===== config.mk =====
export PLATFORM = sky130hd
export DESIGN_NAME = prt_plane_rot
export DESIGN_NICKNAME = d
export VERILOG_FILES = /design/src/hw/rtl/prt_pkg.sv /design/src/hw/rtl/prt_plane_rot.sv
export SDC_FILE = /design/constraint.sdc
export NUM_CORES = 2
export LEC_CHECK = 0
export BUFFER_PORTS_ARGS = -buffer_cell sky130_fd_sc_hd__buf_2
export CAP_MARGIN = 20
export CORE_MARGIN = 4
export CORE_UTILIZATION = 40
export DETAILED_ROUTE_END_ITERATION = 10
export HOLD_SLACK_MARGIN = 0.02
export PLACE_DENSITY_LB_ADDON = 0.15
export SETUP_SLACK_MARGIN = 0.2
export SYNTH_ARGS = -nofsm -noshare
export SYNTH_HDL_FRONTEND = slang
export SYNTH_SLANG_ARGS = --single-unit

===== constraint.sdc =====
create_clock -name clk -period 7.69 [get_ports clk]
set_input_delay 0.3845 -clock clk [delete_from_list [all_inputs] [get_ports clk]]
set_output_delay 0.3845 -clock clk [all_outputs]
set_load 0.01 [all_outputs]

===== src/hw/rtl/prt_pkg.sv =====
// ----------------------------------------------------------------------------
// prt_pkg: shared types and constants for the three-axis point rotator
// point structs, sine word type and the elaboration-time sine table builder
// ----------------------------------------------------------------------------
package prt_pkg;

  // one full period of the sine table and the quarter-period cosine offset
  localparam int SCALE_STEPS = 1024;
  localparam int SCALE_SHIFT = $clog2(SCALE_STEPS);
  localparam int QUARTER     = SCALE_STEPS / 4;
  localparam int TABLE_DEPTH = SCALE_STEPS + QUARTER;
  localparam int ROM_AW      = $clog2(TABLE_DEPTH);

  localparam int COORD_W = 16;
  localparam int ANGLE_W = 10;
  localparam int SINE_W  = 12;

  // configuration register indexes
  localparam logic [1:0] REG_ANGLE_X = 2'd0;
  localparam logic [1:0] REG_ANGLE_Y = 2'd1;
  localparam logic [1:0] REG_ANGLE_Z = 2'd2;

  typedef logic signed [COORD_W-1:0] coord_t;
  typedef logic signed [SINE_W-1:0]  sine_t;
  typedef logic [ANGLE_W-1:0]        angle_t;
  typedef sine_t                     sine_rom_t [TABLE_DEPTH];

  typedef struct packed {
    coord_t in_x;
    coord_t in_y;
    coord_t in_z;
  } point_in_t;

  typedef struct packed {
    coord_t out_x;
    coord_t out_y;
    coord_t out_z;
  } point_out_t;

  // 2*pi in unsigned q60 and its splits by one and two periods
  localparam logic [63:0] TWO_PI_Q60 = 64'h6487ED5110B4611A;
  localparam logic [63:0] SCALE_U    = 64'(SCALE_STEPS);
  localparam logic [63:0] SCALE_X2   = 64'(2 * SCALE_STEPS);
  localparam logic [63:0] TP_DIV_N   = TWO_PI_Q60 / SCALE_U;
  localparam logic [63:0] TP_MOD_N   = TWO_PI_Q60 % SCALE_U;
  localparam logic [63:0] TP_DIV_2N  = TWO_PI_Q60 / SCALE_X2;
  localparam logic [63:0] TP_MOD_2N  = TWO_PI_Q60 % SCALE_X2;

  // q60 product of two unsigned values below 2^62
  function automatic logic [63:0] q60_mul(input logic [63:0] a, input logic [63:0] b);
    logic [63:0] al, ah, bl, bh, ll, lh, hl, hh, mid, lo, hi;
    al  = {32'b0, a[31:0]};
    ah  = a >> 32;
    bl  = {32'b0, b[31:0]};
    bh  = b >> 32;
    ll  = al * bl;
    lh  = al * bh;
    hl  = ah * bl;
    hh  = ah * bh;
    mid = (ll >> 32) + {32'b0, lh[31:0]} + {32'b0, hl[31:0]};
    lo  = {mid[31:0], ll[31:0]};
    hi  = hh + (lh >> 32) + (hl >> 32) + (mid >> 32);
    return (hi << 4) | (lo >> 60);
  endfunction

  // truncated scaled sine by taylor series, exact to the last bit
  function automatic sine_t scaled_sine(input int idx);
    logic [63:0] p, x, x2, term, sum, sh, sl, mag;
    logic        neg;
    p   = 64'(idx % SCALE_STEPS);
    neg = 1'b0;
    if (2 * p > SCALE_U) begin
      p   = SCALE_U - p;
      neg = 1'b1;
    end
    if (4 * p > SCALE_U) begin
      p = SCALE_U - 2 * p;
      x = TP_DIV_2N * p + (TP_MOD_2N * p) / SCALE_X2;
    end else begin
      x = TP_DIV_N * p + (TP_MOD_N * p) / SCALE_U;
    end
    x2   = q60_mul(x, x);
    term = x;
    sum  = x;
    for (int k = 1; k <= 13; k++) begin
      term = q60_mul(term, x2);
      case (k)
        1:       term = term / 64'd6;
        2:       term = term / 64'd20;
        3:       term = term / 64'd42;
        4:       term = term / 64'd72;
        5:       term = term / 64'd110;
        6:       term = term / 64'd156;
        7:       term = term / 64'd210;
        8:       term = term / 64'd272;
        9:       term = term / 64'd342;
        10:      term = term / 64'd420;
        11:      term = term / 64'd506;
        12:      term = term / 64'd600;
        default: term = term / 64'd702;
      endcase
      if ((k % 2) == 1) sum = sum - term;
      else sum = sum + term;
    end
    sum = sum + (64'd1 << 20);
    sh  = sum >> 30;
    sl  = sum & 64'h3FFF_FFFF;
    mag = (sh * SCALE_U + ((sl * SCALE_U) >> 30)) >> 30;
    if (neg) mag = -mag;
    return sine_t'(mag[SINE_W-1:0]);
  endfunction

  function automatic sine_rom_t build_sine_rom();
    sine_rom_t rom;
    for (int i = 0; i < TABLE_DEPTH; i++) rom[i] = scaled_sine(i);
    return rom;
  endfunction

endpackage


===== src/hw/rtl/prt_plane_rot.sv =====
// ----------------------------------------------------------------------------
// prt_plane_rot: one plane rotation, two register stages
// multiply stage, then sum, truncating divide by the scale and 16-bit wrap
// ----------------------------------------------------------------------------
module prt_plane_rot (
  input  logic           clk,
  input  logic           rst_n,
  input  logic           in_vld,
  input  prt_pkg::coord_t a,
  input  prt_pkg::coord_t b,
  input  prt_pkg::coord_t pass,
  input  prt_pkg::sine_t  sin_v,
  input  prt_pkg::sine_t  cos_v,
  output logic           rot_vld,
  output prt_pkg::coord_t rot_a,
  output prt_pkg::coord_t rot_b,
  output prt_pkg::coord_t rot_pass
);
  import prt_pkg::*;

  localparam int PROD_W = COORD_W + SINE_W;
  localparam int SUM_W  = PROD_W + 1;

  typedef logic signed [PROD_W-1:0] prod_t;
  typedef logic signed [SUM_W-1:0]  sum_t;

  logic  mul_vld_r;
  prod_t ac_r, bs_r, as_r, bc_r;
  prod_t ac_nxt, bs_nxt, as_nxt, bc_nxt;
  coord_t pass_r;

  sum_t   sum_a, sum_b, bias_a, bias_b;
  coord_t rot_a_nxt, rot_b_nxt;

  always_comb begin
    ac_nxt = a * cos_v;
    bs_nxt = b * sin_v;
    as_nxt = a * sin_v;
    bc_nxt = b * cos_v;
  end

  // truncation toward zero: bias negative sums by scale minus one
  always_comb begin
    sum_a  = SUM_W'(ac_r) - SUM_W'(bs_r);
    sum_b  = SUM_W'(as_r) + SUM_W'(bc_r);
    bias_a = sum_a + (sum_a[SUM_W-1] ? SUM_W'(SCALE_STEPS - 1) : '0);
    bias_b = sum_b + (sum_b[SUM_W-1] ? SUM_W'(SCALE_STEPS - 1) : '0);
    rot_a_nxt = bias_a[SCALE_SHIFT+COORD_W-1:SCALE_SHIFT];
    rot_b_nxt = bias_b[SCALE_SHIFT+COORD_W-1:SCALE_SHIFT];
  end

  always_ff @(posedge clk) begin
    if (!rst_n) begin
      mul_vld_r <= 1'b0;
      rot_vld   <= 1'b0;
    end else begin
      mul_vld_r <= in_vld;
      rot_vld   <= mul_vld_r;
    end
  end

  always_ff @(posedge clk) begin
    ac_r     <= ac_nxt;
    bs_r     <= bs_nxt;
    as_r     <= as_nxt;
    bc_r     <= bc_nxt;
    pass_r   <= pass;
    rot_a    <= rot_a_nxt;
    rot_b    <= rot_b_nxt;
    rot_pass <= pass_r;
  end

endmodule


Yosys cells after proc, flatten, opt, wreduce, memory -nomap -nowiden --
Cells that the tools add are included.
Storage, ports and cells: logic and storage cells 20, register bits 178, bits of input ports 75
Operators by class: mux-type cells 2, multipliers 4, add/subtract/negate cells 4
Operator list (count):
- $mul 16x12->28 | 4
- $add 26x10->26 | 2
- $add 28x28->29 | 1
- $sub 28x28->29 | 1
- $mux 10 | 2

Logic depth before layout (Yosys ltp) --
depth after elaboration 3, depth in mapped cells 23, mapped depth without buffers 22

Least setup slack after synthesis --
No wires, ideal clock.
path type input -> register, start input cos_v[3], end register ac_r[27], cell stages on the path 20, path slack 2067 ps, library setup time 72 ps, data arrival time 5551 ps, cells stage by stage clkbuf_1 nand2_1 fa_1 fa_1 fa_1 inv_1 fa_1 inv_1 fa_1 inv_1 ha_1 or2_2 a21oi_1 a2111oi_0 o31ai_1 o21ai_0 o41ai_1 o2111ai_1 a21oi_1 xnor2_1
Between the ends: cells in the longest elaborated chain, start to end 1
Ends and longest elaborated chain:
- start, declared | RTL line prt_plane_rot.sv:13 | input prt_pkg::sine_t cos_v,
- $mul 16x12->28 | RTL line prt_plane_rot.sv:36 | ac_nxt = a * cos_v;
- via ac_nxt[27] | RTL line prt_plane_rot.sv:29 | prod_t ac_nxt, bs_nxt, as_nxt, bc_nxt;
- end signal, assigned | RTL line prt_plane_rot.sv:63 | ac_r <= ac_nxt;
- end, declared | RTL line prt_plane_rot.sv:28 | prod_t ac_r, bs_r, as_r, bc_r;
The timed path passes the listed nets, and every way through them passes these cells. A chain may end at the register's enable or synchronous reset.

Worst setup path in the final report --
start input sin_v[6], end register as_r[27]
Between the ends: cells in the longest elaborated chain, start to end 1
Ends and longest elaborated chain:
- start, declared | RTL line prt_plane_rot.sv:12 | input prt_pkg::sine_t sin_v,
- $mul 16x12->28 | RTL line prt_plane_rot.sv:38 | as_nxt = a * sin_v;
- via as_nxt[27] | RTL line prt_plane_rot.sv:29
- end signal, assigned | RTL line prt_plane_rot.sv:65 | as_r <= as_nxt;
- end, declared | RTL line prt_plane_rot.sv:28
The timed path passes the listed nets, and every way through them passes these cells.

==> impl_metrics.py <==
metrics = {
    "floorplanning": {
        "rows": 107,
        "pin_count": 124,
        "start_util_pct": 40.62,
        "core-area_um2": 85680,
        "die_w_um": 303.0,
        "dieArea_um2": 91790,
        "die_h_um": 303.0,
    },
    "timing": {
        "setup_viol": 0,
        "finalCriticalPeriod_ps": 6210,
        "relSlewSlack_pct": 36.73,
        "setup_tns_ps": 0,
        "slew_violations": 0,
        "period_share_pct": 80.76,
        "max_slew.worst_pin.slew_ps": 949.0,
        "rsz0062_at_grt": "false",
        "hold_viol": 0,
        "fmax_ghz": 0.1610,
        "finalClockSkew_ps": 12.33,
        "hold_slack_ps": 94.57,
    },
    "grt": {
        "grt_pass1_vias": 26370,
        "grt_max_degree": 33,
        "antenna_found_initial": 4,
        "grt_pass1_wl_mm": 140.5,
        "grt_overflow_total": 0,
        "grt_usage_pct": 19.52,
    },
    "critical_path": {
        "path_class": "in -> reg",
        "critPathCaptureType": "flip-flop",
        "cp-start-kind": "primary input",
        "worstPathArrival_ps": 6590,
        "crit_fanout": 32,
        "required_ps": 8070,
    },
    "layout": {
        "multiInputGateArea_um2": 27330,
        "final_util_pct": 43.46,
        "fillers": 8715,
        "nets": 5018,
        "syn_to_final_growth_pct": 7.000,
        "fin_area_um2": 37240,
        "register_area_um2": 3563,
        "final_layout_size_suffix_gt1_share_pct": 5.188,
    },
    "clocking": {
        "cts_buffers": 17,
        "h-tree-depth": 4,
        "max-clock-path-buffers": 2,
        "cts_tree": "yes",
        "clk_latency_ps": 500,
        "clkSinkCount": 178,
        "cts_setup_buffers": 0,
        "clk_pin_slew_ps": 80,
        "root_buffer": "clkbuf_16",
        "post_cts_resized": 0,
        "cts_hold_buf": 16,
    },
    "detailed_routing": {
        "wl_per_cell_um": 16.65,
        "antenna_left": 0,
        "drc": 0,
        "first_iter_violations": 1121,
        "routed-via-count": 24890,
        "dr.pass1.iters": 5,
        "wirelength_mm": 84.55,
        "routed_via_density": 4.901,
    },
    "synth": {
        "synth_edf_count": 0,
        "ys_ff_latch": 178,
        "synth_common_cells": "inv_1 (888), fa_1 (714), nand2_1 (540), ha_1 (310), and2_1 (250)",
        "synth_cell_type_count": 79,
        "synth_top_area_share_pct": 41.07,
        "netlist_area_um2": 34800,
        "ys_async_sr_fraction_pct": 0,
        "yosysWarnings": 0,
        "synth.most_common_cell": "inv_1",
        "yosysTopAreaCell": "fa_1",
        "netlist_instances": 3883,
        "synth-seq-area-share_pct": 10.24,
        "ys.flop_type": "dfxtp_1",
        "syn_nets": 4982,
        "synth.avg_cell_area_um2": 8.963,
        "synthTopCellsByArea": "fa_1 (41%), ha_1 (11%), dfxtp_1 (10%)",
    },
    "worst_hold_path": {
        "hp-class": "in -> reg",
    },
    "run": {
        "cap_violations": 0,
    },
    "place": {
        "numPortBuffers": 123,
        "finalWeightedCongestion": 0.8366,
        "placed_area_um2": 36460,
        "dpl.hpwl_mm": 68.69,
    },
    "outcome": {
        "status": "finished clean",
    },
}
-- sequential cells by signal (all words and copies together), names as in the netlist --
register,count
bc_r,28
mul_vld_r,1
bs_r,28
rot_pass,16
rot_a,16
as_r,28
ac_r,28
pass_r,16
rot_vld,1
rot_b,16
-- routing by layer --
metal  track usage, %  up-vias  part of all wire [%]
met3            2.340       87                   4.1
met2            30.93      506                    45
met5                0        -                 0.024
met1            28.24    12570                    48
met4            5.678        2                   2.6
li1                 -    11730                     -
-- critical path: stages --
cell	delay, ps
buf_2	710
nand2_1	180
fa_1	570
inv_1	50
fa_1	560
fa_1	430
fa_1	490
inv_1	50
fa_1	470
inv_1	40
ha_1	320
a21oi_1	210
o21ai_0	140
a2111oi_0	740
o21ai_0	270
a21o_1	230
a21bo_2	240
a2111oi_0	380
nor3b_1	110
-- cells by family after synthesis --
| kind of cell | share of synthesized area, % |
|---|---|
| simple gates | 15.15 |
| compound gates | 6.816 |
| buf+inv | 11.23 |
| mux | 0.02876 |
| xor+xnor | 4.328 |
| fa+ha+maj | 52.21 |
| flops | 10.24 |
-- placed cells by master, fill, tap and decap left out, types with 27 or more instances in the layout --
master,count
nor2_1,127
buf_2,123
xnor2_1,132
inv_1,888
xor2_1,40
and2_1,250
a21oi_1,115
nand3_1,27
nand2_1,540
dfxtp_1,178
nor3_1,36
ha_1,310
o21ai_0,74
a21o_1,36
nand2b_1,28
fa_1,714
-- worst paths after layout --
kind / cells past startpoint / startpoint / endpoint / slack (ps)
setup / recovery: 19 / sin_v[6] / as_r[27] / 1480
hold / removal: 2 / in_vld / mul_vld_r / 90
setup reg to reg: 22 / ac_r[0] / rot_a[15] / 1770
hold reg to reg: 0 / pass_r[14] / rot_pass[14] / 330
-- through the flow --
stage                     cells  setup WS, ps
after detailed placement   5028          1094
after floorplan            3883          2067
after CTS                  5076          1624
after global placement     5028          1145
final                      5078          1480
after global routing       5078          1056
-- final cells by class --
cell class / count / share of cell area, %
timing repair buffer: 163 / 2.567
multi-input combinational: 2669 / 73.40
tap: 1144 / 3.844
inverter: 890 / 8.971
clock buffer: 17 / 1.142
sequential: 178 / 9.569
clock inverter: 15 / 0.4973
antenna: 2 / 0.01344
Power is not shown: default switching activity piles up to over one toggle a cycle in this logic, so the estimate is an artifact.
